### src/hdl/wsp_pkg.sv
package wsp_pkg;

  localparam logic [31:0] TAG_RIFF = 32'h5249_4646;
  localparam logic [31:0] TAG_WAVE = 32'h5741_5645;
  localparam logic [31:0] TAG_FMT  = 32'h666D_7420;
  localparam logic [31:0] TAG_DATA = 32'h6461_7461;

  localparam logic [5:0]  MIN_FILE_BYTES = 6'd44;
  localparam logic [5:0]  RIFF_TAG_END   = 6'd3;
  localparam logic [5:0]  WAVE_TAG_END   = 6'd11;
  localparam logic [31:0] FMT_MIN_LEN    = 32'd16;
  localparam logic [3:0]  FMT_LAST_BYTE  = 4'd15;

  localparam logic [15:0] FMT_CODE_PCM   = 16'd1;
  localparam logic [15:0] FMT_CODE_FLOAT = 16'd3;
  localparam logic [15:0] BITS_PCM       = 16'd16;
  localparam logic [15:0] BITS_FLOAT     = 16'd32;

  localparam int QUEUE_DEPTH = 4;
  localparam int QPTR_W      = $clog2(QUEUE_DEPTH);
  localparam int QCNT_W      = $clog2(QUEUE_DEPTH + 1);

  typedef enum logic [2:0] {
    ST_OK         = 3'd0,
    ST_BAD_HEADER = 3'd1,
    ST_MISSING    = 3'd2,
    ST_NOT_MONO   = 3'd3,
    ST_BAD_FORMAT = 3'd4,
    ST_ORDER      = 3'd5
  } wsp_status_t;

  typedef struct packed {
    logic        is_summary;
    logic [31:0] sample_bits;
    wsp_status_t status;
    logic [31:0] sample_rate;
    logic        last_of_run;
  } wsp_result_t;

  // results produced by one accepted byte, first goes out first
  typedef struct packed {
    logic [1:0]  count;
    wsp_result_t first;
    wsp_result_t second;
  } wsp_push_t;

endpackage

### src/hdl/wsp_parser.sv
module wsp_parser (
  input  logic                clk,
  input  logic                rst_n,
  input  logic                accept,
  input  logic [7:0]          in_byte,
  input  logic                end_of_file,
  output wsp_pkg::wsp_push_t  push
);

  typedef enum logic [2:0] {
    PH_HEADER    = 3'd0,
    PH_CHUNK_HDR = 3'd1,
    PH_FMT       = 3'd2,
    PH_DATA      = 3'd3,
    PH_SKIP      = 3'd4,
    PH_DEAD      = 3'd5
  } phase_t;

  phase_t              phase_r, phase_nxt;
  logic [5:0]          fbc_r, fbc_nxt;
  logic [31:0]         tag_r, tag_nxt;
  logic [31:0]         len_r, len_nxt;
  logic [32:0]         off_r, off_nxt;
  logic [15:0]         fmt_r, fmt_nxt;
  logic [15:0]         ch_r, ch_nxt;
  logic [31:0]         rate_r, rate_nxt;
  logic [15:0]         width_r, width_nxt;
  logic [23:0]         asm_r, asm_nxt;
  logic [1:0]          idx_r, idx_nxt;
  logic                fmt_seen_r, fmt_seen_nxt;
  logic                data_seen_r, data_seen_nxt;
  logic                emit_r, emit_nxt;
  wsp_pkg::wsp_status_t err_r, err_nxt;

  logic [32:0] body;
  assign body = {1'b0, len_r} + {32'b0, len_r[0]};

  function automatic logic [31:0] pcm16_to_f32(input logic [15:0] raw);
    logic [15:0] mag;
    logic [15:0] norm;
    logic [3:0]  p;
    mag = raw[15] ? (~raw + 16'd1) : raw;
    p = 4'd0;
    for (int k = 0; k < 16; k++) begin
      if (mag[k]) p = 4'(k);
    end
    norm = mag << (4'd15 - p);
    if (raw == 16'd0) return 32'd0;
    return {raw[15], {4'b0, p} + 8'd112, norm[14:0], 8'b0};
  endfunction

  function automatic logic fmt_supported(input logic [15:0] code, input logic [15:0] bits);
    return (code == wsp_pkg::FMT_CODE_PCM && bits == wsp_pkg::BITS_PCM) ||
           (code == wsp_pkg::FMT_CODE_FLOAT && bits == wsp_pkg::BITS_FLOAT);
  endfunction

  always_comb begin
    logic [32:0]          off_inc;
    logic [31:0]          tag_new;
    logic [31:0]          len_new;
    logic [3:0]           o;
    logic                 pcm16;
    logic                 done;
    logic [31:0]          word;
    wsp_pkg::wsp_result_t sample;
    wsp_pkg::wsp_result_t summary;
    wsp_pkg::wsp_status_t st;

    phase_nxt     = phase_r;
    fbc_nxt       = fbc_r;
    tag_nxt       = tag_r;
    len_nxt       = len_r;
    off_nxt       = off_r;
    fmt_nxt       = fmt_r;
    ch_nxt        = ch_r;
    rate_nxt      = rate_r;
    width_nxt     = width_r;
    asm_nxt       = asm_r;
    idx_nxt       = idx_r;
    fmt_seen_nxt  = fmt_seen_r;
    data_seen_nxt = data_seen_r;
    emit_nxt      = emit_r;
    err_nxt       = err_r;
    push          = '0;

    off_inc = off_r + 33'd1;
    tag_new = {tag_r[23:0], in_byte};
    len_new = len_r;
    o       = off_r[3:0];
    pcm16   = (fmt_r == wsp_pkg::FMT_CODE_PCM) && (width_r == wsp_pkg::BITS_PCM);
    word    = {8'b0, asm_r} | ({24'b0, in_byte} << {idx_r, 3'b000});
    done    = pcm16 ? (idx_r != 2'd0) : (idx_r == 2'd3);
    sample  = '0;
    sample.sample_bits = pcm16 ? pcm16_to_f32(word[15:0]) : word;
    sample.last_of_run = !end_of_file;
    summary = '0;
    st      = wsp_pkg::ST_OK;

    if (accept) begin
      if (fbc_r < wsp_pkg::MIN_FILE_BYTES) fbc_nxt = fbc_r + 6'd1;

      case (phase_r)
        PH_HEADER: begin
          tag_nxt = tag_new;
          if ((fbc_r == wsp_pkg::RIFF_TAG_END && tag_new != wsp_pkg::TAG_RIFF) ||
              (fbc_r == wsp_pkg::WAVE_TAG_END && tag_new != wsp_pkg::TAG_WAVE)) begin
            err_nxt   = wsp_pkg::ST_BAD_HEADER;
            phase_nxt = PH_DEAD;
          end else if (fbc_r == wsp_pkg::WAVE_TAG_END) begin
            phase_nxt = PH_CHUNK_HDR;
            off_nxt   = '0;
          end
        end
        PH_CHUNK_HDR: begin
          if (off_r < 33'd4) begin
            tag_nxt = tag_new;
            if (off_r == 33'd0) len_new = '0;
          end else begin
            tag_new = tag_r;
            len_new = len_r | ({24'b0, in_byte} << {off_r[1:0], 3'b000});
          end
          len_nxt = len_new;
          off_nxt = off_inc;
          if (off_r == 33'd7) begin
            // header complete: open the chunk body
            off_nxt = '0;
            asm_nxt = '0;
            idx_nxt = '0;
            if (tag_new == wsp_pkg::TAG_FMT) begin
              phase_nxt = PH_FMT;
            end else if (tag_new == wsp_pkg::TAG_DATA) begin
              phase_nxt = PH_DATA;
              if (data_seen_r) begin
                err_nxt = wsp_pkg::ST_ORDER;
              end else if (fmt_seen_r && rate_r != 32'd0 && ch_r == 16'd1 &&
                           fmt_supported(fmt_r, width_r)) begin
                emit_nxt = 1'b1;
              end
              data_seen_nxt = 1'b1;
            end else begin
              phase_nxt = PH_SKIP;
            end
            if (len_new == 32'd0) begin
              emit_nxt  = 1'b0;
              phase_nxt = PH_CHUNK_HDR;
            end
          end
        end
        PH_FMT: begin
          if (len_r >= wsp_pkg::FMT_MIN_LEN && off_r < 33'd16) begin
            if (!data_seen_r) begin
              if (o < 4'd2)       fmt_nxt[{o[0], 3'b000} +: 8] = in_byte;
              else if (o < 4'd4)  ch_nxt[{o[0], 3'b000} +: 8] = in_byte;
              else if (o < 4'd8)  rate_nxt[{o[1:0], 3'b000} +: 8] = in_byte;
              else if (o >= 4'd14) width_nxt[{o[0], 3'b000} +: 8] = in_byte;
              if (o == wsp_pkg::FMT_LAST_BYTE) fmt_seen_nxt = 1'b1;
            end else if (o == wsp_pkg::FMT_LAST_BYTE) begin
              err_nxt = wsp_pkg::ST_ORDER;
            end
          end
          off_nxt = off_inc;
          if (off_inc >= body) begin
            phase_nxt = PH_CHUNK_HDR;
            off_nxt   = '0;
          end
        end
        PH_DATA: begin
          if (emit_r && off_r < {1'b0, len_r}) begin
            if (done) begin
              push.count = 2'd1;
              push.first = sample;
              asm_nxt    = '0;
              idx_nxt    = '0;
            end else begin
              asm_nxt = word[23:0];
              idx_nxt = idx_r + 2'd1;
            end
          end
          off_nxt = off_inc;
          if (off_inc >= body) begin
            phase_nxt = PH_CHUNK_HDR;
            off_nxt   = '0;
            emit_nxt  = 1'b0;
          end
        end
        PH_SKIP: begin
          off_nxt = off_inc;
          if (off_inc >= body) begin
            phase_nxt = PH_CHUNK_HDR;
            off_nxt   = '0;
          end
        end
        default: phase_nxt = PH_DEAD;
      endcase

      if (end_of_file) begin
        if (err_nxt == wsp_pkg::ST_BAD_HEADER || fbc_nxt < wsp_pkg::MIN_FILE_BYTES ||
            phase_nxt == PH_HEADER)
          st = wsp_pkg::ST_BAD_HEADER;
        else if (err_nxt == wsp_pkg::ST_ORDER)
          st = wsp_pkg::ST_ORDER;
        else if (!data_seen_nxt || !fmt_seen_nxt || rate_nxt == 32'd0)
          st = wsp_pkg::ST_MISSING;
        else if (ch_nxt != 16'd1)
          st = wsp_pkg::ST_NOT_MONO;
        else if (!fmt_supported(fmt_nxt, width_nxt))
          st = wsp_pkg::ST_BAD_FORMAT;
        else
          st = wsp_pkg::ST_OK;
        summary.is_summary  = 1'b1;
        summary.status      = st;
        summary.sample_rate = (st == wsp_pkg::ST_OK) ? rate_nxt : 32'd0;
        summary.last_of_run = 1'b1;
        if (push.count == 2'd1) begin
          push.count  = 2'd2;
          push.second = summary;
        end else begin
          push.count = 2'd1;
          push.first = summary;
        end
        // file done: back to reset state for the next one
        phase_nxt     = PH_HEADER;
        fbc_nxt       = '0;
        tag_nxt       = '0;
        len_nxt       = '0;
        off_nxt       = '0;
        fmt_nxt       = '0;
        ch_nxt        = '0;
        rate_nxt      = '0;
        width_nxt     = '0;
        asm_nxt       = '0;
        idx_nxt       = '0;
        fmt_seen_nxt  = 1'b0;
        data_seen_nxt = 1'b0;
        emit_nxt      = 1'b0;
        err_nxt       = wsp_pkg::ST_OK;
      end
    end
  end

  always_ff @(posedge clk) begin
    if (!rst_n) begin
      phase_r     <= PH_HEADER;
      fbc_r       <= '0;
      tag_r       <= '0;
      len_r       <= '0;
      off_r       <= '0;
      fmt_r       <= '0;
      ch_r        <= '0;
      rate_r      <= '0;
      width_r     <= '0;
      asm_r       <= '0;
      idx_r       <= '0;
      fmt_seen_r  <= 1'b0;
      data_seen_r <= 1'b0;
      emit_r      <= 1'b0;
      err_r       <= wsp_pkg::ST_OK;
    end else begin
      phase_r     <= phase_nxt;
      fbc_r       <= fbc_nxt;
      tag_r       <= tag_nxt;
      len_r       <= len_nxt;
      off_r       <= off_nxt;
      fmt_r       <= fmt_nxt;
      ch_r        <= ch_nxt;
      rate_r      <= rate_nxt;
      width_r     <= width_nxt;
      asm_r       <= asm_nxt;
      idx_r       <= idx_nxt;
      fmt_seen_r  <= fmt_seen_nxt;
      data_seen_r <= data_seen_nxt;
      emit_r      <= emit_nxt;
      err_r       <= err_nxt;
    end
  end

endmodule

### src/hdl/wsp_out_queue.sv
module wsp_out_queue (
  input  logic                 clk,
  input  logic                 rst_n,
  input  wsp_pkg::wsp_push_t   push,
  output logic                 room,
  output logic                 out_valid,
  input  logic                 out_ready,
  output wsp_pkg::wsp_result_t out_word
);

  wsp_pkg::wsp_result_t            entry_r [wsp_pkg::QUEUE_DEPTH];
  logic [wsp_pkg::QPTR_W-1:0]      wr_ptr_r, wr_ptr_nxt;
  logic [wsp_pkg::QPTR_W-1:0]      rd_ptr_r, rd_ptr_nxt;
  logic [wsp_pkg::QCNT_W-1:0]      cnt_r, cnt_nxt;
  logic                            pop;

  // room for the worst case of two words from one byte
  assign room      = cnt_r <= wsp_pkg::QCNT_W'(wsp_pkg::QUEUE_DEPTH - 2);
  assign out_valid = cnt_r != '0;
  assign out_word  = entry_r[rd_ptr_r];
  assign pop       = out_valid && out_ready;

  always_comb begin
    wr_ptr_nxt = wr_ptr_r + wsp_pkg::QPTR_W'(push.count);
    rd_ptr_nxt = rd_ptr_r + wsp_pkg::QPTR_W'(pop);
    cnt_nxt    = cnt_r + wsp_pkg::QCNT_W'(push.count) - wsp_pkg::QCNT_W'(pop);
  end

  always_ff @(posedge clk) begin
    if (push.count != 2'd0) entry_r[wr_ptr_r] <= push.first;
    if (push.count == 2'd2) entry_r[wr_ptr_r + wsp_pkg::QPTR_W'(1)] <= push.second;
  end

  always_ff @(posedge clk) begin
    if (!rst_n) begin
      wr_ptr_r <= '0;
      rd_ptr_r <= '0;
      cnt_r    <= '0;
    end else begin
      wr_ptr_r <= wr_ptr_nxt;
      rd_ptr_r <= rd_ptr_nxt;
      cnt_r    <= cnt_nxt;
    end
  end

endmodule

### src/hdl/wav_stream_parser_core.sv
// Channel | Dir | tdata (low bit up)                              | tuser      | tlast
// in_     | in  | in_byte[7:0]                                    | -          | end_of_file
// out_    | out | sample_bits[31:0], status[34:32], rate[66:35], 0 | is_summary | last_of_run
//
// One file byte per cycle while in_tready is high; the parser state updates on the accepting edge and
// the results are written into a 4-word output queue at that same edge, so they
// show on out_ once any words ahead of them in the queue have left.
// The final byte of a file can give two words (sample then summary).
// in_tready drops while more than two words wait in the queue.
// rst_n is synchronous: parser back to the RIFF header phase, queue empty.
module wav_stream_parser_core (
  input  logic        clk,
  input  logic        rst_n,
  // file bytes
  input  logic        in_tvalid,
  output logic        in_tready,
  input  logic [7:0]  in_tdata,   // in_byte[7:0]
  input  logic        in_tlast,   // end_of_file
  // decoded samples and end-of-file summary
  output logic        out_tvalid,
  input  logic        out_tready,
  output logic [71:0] out_tdata,  // sample_bits[31:0], status[34:32],
                                  // sample_rate[66:35], zero fill [71:67]
  output logic        out_tuser,  // is_summary
  output logic        out_tlast   // last_of_run
);

  logic                 accept;
  wsp_pkg::wsp_push_t   push;
  wsp_pkg::wsp_result_t head;

  // a byte moves only when the queue can take both possible words
  assign accept = in_tvalid && in_tready;

  wsp_parser u_parser (
    .clk         (clk),
    .rst_n       (rst_n),
    .accept      (accept),
    .in_byte     (in_tdata),
    .end_of_file (in_tlast),
    .push        (push)
  );

  wsp_out_queue u_queue (
    .clk       (clk),
    .rst_n     (rst_n),
    .push      (push),
    .room      (in_tready),
    .out_valid (out_tvalid),
    .out_ready (out_tready),
    .out_word  (head)
  );

  assign out_tdata = {5'b0, head.sample_rate, head.status, head.sample_bits};
  assign out_tuser = head.is_summary;
  assign out_tlast = head.last_of_run;

endmodule

### config.mk
export PLATFORM = sky130hd
export DESIGN_NAME = wav_stream_parser_core
export DESIGN_NICKNAME = d
export VERILOG_FILES = /design/src/hdl/wsp_pkg.sv /design/src/hdl/wsp_parser.sv /design/src/hdl/wsp_out_queue.sv /design/src/hdl/wav_stream_parser_core.sv
export SDC_FILE = /design/constraint.sdc
export NUM_CORES = 1
export LEC_CHECK = 0
export BUFFER_PORTS_ARGS = -buffer_cell sky130_fd_sc_hd__buf_2
export CAP_MARGIN = 25
export CORE_MARGIN = 5
export CORE_UTILIZATION = 46
export DETAILED_ROUTE_END_ITERATION = 7
export SYNTH_ARGS = -nofsm -noshare
export SYNTH_HDL_FRONTEND = slang
export SYNTH_HIERARCHICAL = 1
export SYNTH_SLANG_ARGS = --single-unit
### constraint.sdc
create_clock -name clk -period 14.7 [get_ports clk]
set_clock_uncertainty 0.1 [all_clocks]
set_input_delay 2.205 -clock clk [delete_from_list [all_inputs] [get_ports clk]]
set_output_delay 2.205 -clock clk [all_outputs]
set_load 0.02 [all_outputs]
==> results of run 1 <==
-- routing by layer --
layer / GRT usage, % / up-vias / part of all wire [%]
met5: 0 / - / 0.013
met4: 5.21 / 2 / 1.9
met3: 3.23 / 110 / 6.2
met2: 39.2 / 748 / 47
met1: 33.1 / 11300 / 45
li1: - / 10600 / -
-- through the flow --
stage / hold slack [ps] / util [%] / cell area, µm²
global placement: 322 / 47.8 / 30200
finish: 350 / 50.8 / 32100
detailed placement: 337 / 47.9 / 30300
floorplan: 309 / - / 29500
CTS: 349 / 50.7 / 32000
global route: 389 / 50.8 / 32100
-- where the power goes --
part | total (mW) | internal (mW) | switching (mW)
registers | 1.55 | 1.51 | 0.0383
clock network | 1.32 | 0.749 | 0.571
logic | 0.564 | 0.214 | 0.350
total | 3.44 | 2.48 | 0.959
-- cells by family after synthesis --
| logic type | Yosys count | share of synthesized area [%] |
|---|---|---|
| compound gates | 606 | 13.4 |
| flops | 501 | 43.5 |
| buf+inv | 298 | 4.95 |
| other cells | 2 | 0.0256 |
| simple gates | 890 | 14.8 |
| fa+ha+maj | 80 | 3.43 |
| xor+xnor | 81 | 2.53 |
| mux | 384 | 17.4 |
-- area by class of cell --
class,instances,share of cell area (%)
Inverter,70,0.827
Clock inverter,29,0.698
Clock buffer,72,4.66
Timing Repair Buffer,134,2.80
Sequential cell,501,39.9
Tap cell,846,3.30
Multi-Input combinational cell,2078,47.8
-- worst register-to-register path: stages (launching register included) --
cell and delay (ps):
dfxtp_1 510, buf_4 290, and2_1 330, and3_1 300
nand3_1 100, nor2_1 360, nand2_1 120, nor2_1 290
nand3_1 270, inv_1 160, and3_1 180, xor2_1 210
ha_1 190, nand3_1 100, nor4_1 470, nand3_1 150
a21oi_1 190, a211oi_1 70, and4_1 260, o31ai_1 220
o41ai_1 130, nor4_1 700, or3_4 290, or3_2 710
nor2_1 220, mux2_2 340
-- worst max path at each step --
stage / to / slack (ps) / from
floorplan: u_queue/entry_r[0][0] / 5680 / in_tvalid
global placement: u_queue/entry_r[1][57] / 6870 / in_tdata[0]
detailed placement: u_queue/entry_r[1][57] / 6950 / in_tdata[0]
CTS: u_queue/entry_r[1][26] / 7370 / u_parser/off_r[0]
global route: u_queue/entry_r[0][3] / 6800 / u_parser/off_r[0]
finish: u_queue/entry_r[1][26] / 7170 / u_parser/off_r[0]
-- sequential cells by signal (all words and copies together) (netlist names), 6 cells and up --
signal	cells
u_parser/rate_r	32
u_parser/len_r	32
u_parser/ch_r	16
u_parser/tag_r	32
u_parser/fbc_r	6
u_parser/fmt_r	16
u_parser/asm_r	24
u_parser/off_r	33
u_parser/width_r	16
u_queue/entry_r	276
-- synthesized netlist by cell type (12+ instances only) --
library cell and number:
mux2_2 262, buf_4 52, dfxtp_1 225, nor2b_1 32, clkbuf_1 120, buf_2 40, o21a_1 25, inv_1 66
or3_1 17, mux4_2 70, o21ai_1 14, o21ai_0 90, ha_1 79, xor2_1 22, buf_6 12, and3_1 48
nor2_1 386, or2_2 12, a31oi_1 30, nor4_1 35, xnor2_1 56, a211oi_1 12, nand4_1 38, mux2i_1 32
nand2_1 130, and2_1 15, a22oi_1 125, edfxtp_1 276, nand3_1 57, nor3_1 48, a21o_1 29, a21oi_1 179
-- cell usage in the layout, fill, tap and decap left out, types with 79 or more instances in the layout --
master    count
a21oi_1     179
a22oi_1     125
buf_2        83
dfxtp_1     223
edfxtp_1    276
ha_1         79
mux2_2      262
nand2_1     130
nor2_1      384
o21ai_0      88
==> metrics.md, run 1 <==
| Metric | Value |
|---|---|
| Status | `completed` |
| Setup total negative slack | `0 ps` |
| Period utilization | `51.2%` |
| Hold_buf cts | `0` |
| Initial antenna violation count | `1` |
| I/O pin count | `89` |
| Setup Viol. Count Final | `0` |
| Crit path top cell by count | `nand3_1` |
| Initial drt markers | `2209` |
| Worst vdd ir | `0.0891 mV` |
| CP Class | `reg -> reg` |
| DRC viols | `0` |
| Worst r2r dst | `u_queue/entry_r[1][26]` |
| Final std cells w/o fill | `3730` |
| Synth area leaders | `edfxtp_1 28%, dfxtp_1 15%, mux2_2 10%, mux4_2 5.4%, nor2_1 4.9%` |
| DRT Wirelength | `85100 µm` |
| WHS Endpoint | `u_parser/err_r[1]` |
| Rel. slew slack | `32.6%` |
| Worst Tran Pin Value | `1000 ps` |
| Number of global-route vias before repair | `22500` |
| Clock Path Buffers | `3` |
| RSZ-0062 raised after global routing | `false` |
| Worst EP arrival | `approximately 7800 ps` |
| WP depth | `25` |
| Max-slew violation count | `0` |
| CTS Buf Count | `55` |
| Post-synth ARST share | `0%` |
| Yosys Warn Count | `6` |
| Post-Syn Instances | `2842` |
| DR WL/cell | `22.8 µm` |
| CP max stage delay | `710 ps` |
| Clk slew on worst S/H paths | `60 ps` |
| Min-Delay Startpoint | `u_parser/err_r[1]` |
| Crit-path slowest cell | `or3_2` |
| Fillers | `5737` |
| Post-synth top area cell | `edfxtp_1` |
| Post-synthesis sequential area ratio | `43.5%` |
| Depth of the worst hold-timing path | `2` |
| Crit start category | `flip-flop` |
| Drt pass-1 iters | `5` |
| Pleak | `approximately 12 nW` |
| Antenna Cells | `0` |
| Synth Register Bits | `501` |
| CP bufs+invs | `2` |
| Latest clock arrival within the worst-skew pair | `620 ps` |
| Max Clk Rate | `133 MHz` |
| DIE AREA | `a little under 70000 µm²` |
| Routability-driven placement congestion ratio | `0.909` |
| Worst EP required | `14970 ps` |
| Placed insts | `3625` |
| Clk Tree Root Cell | `clkbuf_16` |
| CP max FO | `32` |
| Worst R2R Path Depth | `25` |
| Final hold vios | `0` |
| Top_reg_cell synth | `edfxtp_1` |
| Final net count | `approximately 3000` |
| Via count | `22700` |
| Area fraction of the dominant cell type after synthesis | `between 20 and 30%` |
| Pin count of the biggest net entering global routing | `98` |
| CP endpoint kind | `flip-flop` |
| GRT Total Usage | `23.6%` |
| Min cycle time layout | `7530 ps` |
| Core area | `63200 µm²` |
| Post CTS Setup Buffer Count | `0` |
| Syn_area_per_cell | `10.3 µm²` |
| Layout cell share with drive strength beyond 1 | `21.0%` |
| Detailed placement HPWL | `between 50000 and 60000 µm` |
| Gr ovfl total | `0` |
| First-pass GRT wire length | `about 130000 µm` |
| Total power | `3.44 mW` |
| Die height | `263 µm` |
| Final setup margin | `7170 ps` |
| Hold crit path type | `reg -> reg` |
| Antenna Nets Post-Route | `0` |
| R2R setup slack | `7170 ps` |
| Die width | `263 µm` |
| Worst reg2reg startpoint | `u_parser/off_r[0]` |
| Port-buffer cells | `83` |
| Drt via density | `6.08` |
| Area grow syn2layout | `9.19%` |
| Starting density of the core | `around 47%` |
| Post-synth EDFFs | `roughly 280` |
| Footprint of the multi-input gates | `approximately 15000 µm²` |
| Post-CTS Resized | `0` |
| Crit path max-delay family | `simple AND/OR/NAND/NOR gates` |
| Post-Syn Area | `between 20000 and 30000 µm²` |
| CTS sink count | `501` |
| CTS tree | `built` |
| Unique masters post-synth | `~100` |
| Cell Rows | `a little over 90` |
| Reg area | `~13000 µm²` |
| MaxCap Viol Count | `0` |
| Post-Place Worst Slack | `6950 ps` |
| P per Cell Area | `about 110 nW/µm²` |
| H-tree lvl count | `2` |
No activity file was read; power rests on OpenSTA's default activity.
==> inputs of run 2 (changes only) <==
==> constraint.sdc (replaced) <==
create_clock -name clk -period 7.3 [get_ports clk]
set_clock_uncertainty 0.1 [all_clocks]
set_input_delay 1.095 -clock clk [delete_from_list [all_inputs] [get_ports clk]]
set_output_delay 1.095 -clock clk [all_outputs]
set_load 0.02 [all_outputs]
==> run 2 against run 1 <==
  * First-iteration DRC count decreased by 9.8%
  * Power rose by 100%
  * Largest cell class unchanged
  * Clock power increased by 110%
  * Die area is the same
  * Routed wire length is essentially flat
  * Count of clock-buffer cells in the layout is 7 higher
  * Cell count up 0.29%
  * Combinational power increased by 97%
  * Highest routed layer is now met4
  * Setup slack worse by 6400 ps
  * Largest power group unchanged
  * Core utilization grew 0.20 points
==> metrics.md, run 2 (synthesis gave the netlist of run 1 again) <==
| Metric | Value |
|---|---|
| Rel. slew slack | `32.2% (was 32.6%)` |
| CP endpoint kind | `flip-flop (unchanged)` |
| Worst Tran Pin Value | `1010 ps (was 1000 ps)` |
| Hold crit path type | `reg -> reg (unchanged)` |
| Via count | `22700 (about the same)` |
| Routability-driven placement congestion ratio | `0.925 (was 0.909)` |
| DIE AREA | `69100 µm² (unchanged)` |
| Max Clk Rate | `153 MHz (was 133 MHz)` |
| Max reg flops | `276 (unchanged)` |
| Biggest registers after layout | `u_queue/entry_r x276, u_parser/off_r x33 (unchanged)` |
| Fillers | `5705 (was 5737)` |
| DRC viols | `0 (unchanged)` |
| Drt via density | `6.08 (about the same)` |
| Depth of the worst hold-timing path | `2 (unchanged)` |
| Port-buffer cells | `83 (unchanged)` |
| Die width | `263 µm (unchanged)` |
| Min cycle time layout | `6530 ps (was 7530 ps)` |
| Total power | `7.00 mW (was 3.44 mW)` |
| Placed insts | `3633 (was 3625)` |
| CTS sink count | `501 (unchanged)` |
| First-pass GRT wire length | `132000 µm (about the same)` |
| I/O pin count | `89 (unchanged)` |
| Antenna Nets Post-Route | `0 (unchanged)` |
| Pleak | `11.9 nW (about the same)` |
| Number of global-route vias before repair | `22700 (was 22500)` |
| CTS Buf Count | `56 (was 55)` |
| P per Cell Area | `217 nW/µm² (was 107 nW/µm²)` |
| Initial drt markers | `1993 (was 2209)` |
| Hold_buf cts | `0 (unchanged)` |
| Final hold vios | `0 (unchanged)` |
| Latest clock arrival within the worst-skew pair | `630 ps (was 620 ps)` |
| Detailed placement HPWL | `57000 µm (was 55700 µm)` |
| Worst reg2reg startpoint | `u_parser/off_r[1] (was u_parser/off_r[0])` |
| MaxCap Viol Count | `0 (unchanged)` |
| Worst vdd ir | `0.144 mV (was 0.0891 mV)` |
| RSZ-0062 raised after global routing | `false (unchanged)` |
| Drt pass-1 iters | `5 (unchanged)` |
| Worst EP arrival | `6930 ps (was 7790 ps)` |
| Area grow syn2layout | `9.61% (was 9.19%)` |
| Core area | `63200 µm² (unchanged)` |
| Layout cell share with drive strength beyond 1 | `21.6% (was 21.0%)` |
| R2R setup slack | `770 ps (was 7170 ps)` |
| Max-slew violation count | `0 (unchanged)` |
| GRT Total Usage | `23.7% (was 23.6%)` |
| Post CTS Setup Buffer Count | `0 (unchanged)` |
| Most common cell after layout, fill and taps aside | `nor2_1 (unchanged)` |
| Commonest non-fill, non-tap cells in the layout | `384 x nor2_1, 276 x edfxtp_1, 262 x mux2_2, 223 x dfxtp_1, 179 x a21oi_1 (unchanged)` |
| WHS Endpoint | `u_parser/err_r[1] (unchanged)` |
| Status | `completed (unchanged)` |
| Clock Path Buffers | `3 (unchanged)` |
| Cell Rows | `92 (unchanged)` |
| Min-Delay Startpoint | `u_parser/err_r[1] (unchanged)` |
| Starting density of the core | `46.5% (unchanged)` |
| Final instance area | `32200 µm² (was 32100 µm²)` |
| DRT Wirelength | `85200 µm (was 85100 µm)` |
| Most flops, register | `u_queue/entry_r (unchanged)` |
| Period utilization | `89.4% (was 51.2%)` |
| Crit start category | `flip-flop (unchanged)` |
| Gr ovfl total | `0 (unchanged)` |
| CP Class | `reg -> reg (unchanged)` |
| Die height | `263 µm (unchanged)` |
| Clk Tree Root Cell | `clkbuf_16 (unchanged)` |
| Worst EP required | `7700 ps (was 14970 ps)` |
| Initial antenna violation count | `0 (was 1)` |
| Final net count | `2941 (was 2933)` |
| Post-CTS Resized | `0 (unchanged)` |
| H-tree lvl count | `2 (unchanged)` |
| Final std cells w/o fill | `3741 (was 3730)` |
| Setup Viol. Count Final | `0 (unchanged)` |
| Clk slew on worst S/H paths | `60 ps (about the same)` |
| Worst R2R Path Depth | `23 (was 25)` |
| CTS tree | `built (unchanged)` |
| CP startpoint | `u_parser/off_r[1] (was u_parser/off_r[0])` |
| Pin count of the biggest net entering global routing | `95 (was 98)` |
| CP max FO | `32 (unchanged)` |
| Dpl cell area | `30400 µm² (was 30300 µm²)` |
| Setup total negative slack | `0 ps (unchanged)` |
| Worst r2r dst | `u_queue/entry_r[1][6] (was u_queue/entry_r[1][26])` |
| DR WL/cell | `22.8 µm (about the same)` |
-- run 2: power by group --
| group | internal [mW] | total, mW | switching, mW | leakage (nW) |
|---|---|---|---|---|
| registers | 3.05 | 3.14 | 0.0921 | 4.56 |
| logic | 0.426 | 1.11 | 0.685 | 6.49 |
| clock network | 1.56 | 2.75 | 1.19 | 0.869 |
| total | 5.04 | 7.00 | 1.96 | 11.9 |
-- run 2: cell type report --
type / instances / area [µm²] / area share, %
multi-input cells: 2078 / 15300 / 47.6
clock inverters: 25 / 234 / 0.726
well taps: 846 / 1060 / 3.29
clock buffers: 79 / 1560 / 4.84
diodes: 1 / 2.50 / 0.00777
repair buffers: 141 / 951 / 2.95
inverters: 70 / 265 / 0.823
flip-flops and latches: 501 / 12800 / 39.7
-- run 2: how the worst max path moves through the flow --
stage	slack, ps	cells past startpoint	to
finish	770	23	u_queue/entry_r[1][6]
floorplan	490	17	u_queue/entry_r[2][0]
CTS	860	23	u_queue/entry_r[1][6]
detailed placement	910	23	u_queue/entry_r[1][6]
global route	270	25	u_queue/entry_r[3][13]
global placement	1100	23	u_queue/entry_r[1][19]
-- run 2: critical path, cell delays in order (launching register included) --
cell,delay [ps]
dfxtp_1,580
ha_1,350
and3_1,390
nand3_1,270
nor3_1,360
and2_1,300
nand2_1,80
nor2_1,330
nand3_1,160
xnor2_1,250
ha_1,290
a21o_1,160
a21o_1,180
a211oi_1,230
and4_1,360
o31ai_1,90
o41ai_1,120
nor4_1,110
buf_4,170
or3_4,400
or3_1,420
buf_12,200
nor2_1,230
mux2_2,210
-- run 2: through the flow --
stage               worst slack (ps)  util (%)  hold WS [ps]
global placement                1100      48.1           319
finish                           771      51.0           351
detailed placement               911      48.1           345
global route                     269      51.0           363
CTS                              858      50.9           354
floorplan                        488         -           309
-- run 2: metal layers --
layer,global-route usage (%),part of all wire [%]
met3,3.30,5.9
met4,6.91,2.9
met1,32.9,44
met2,38.9,47
met5,0,0
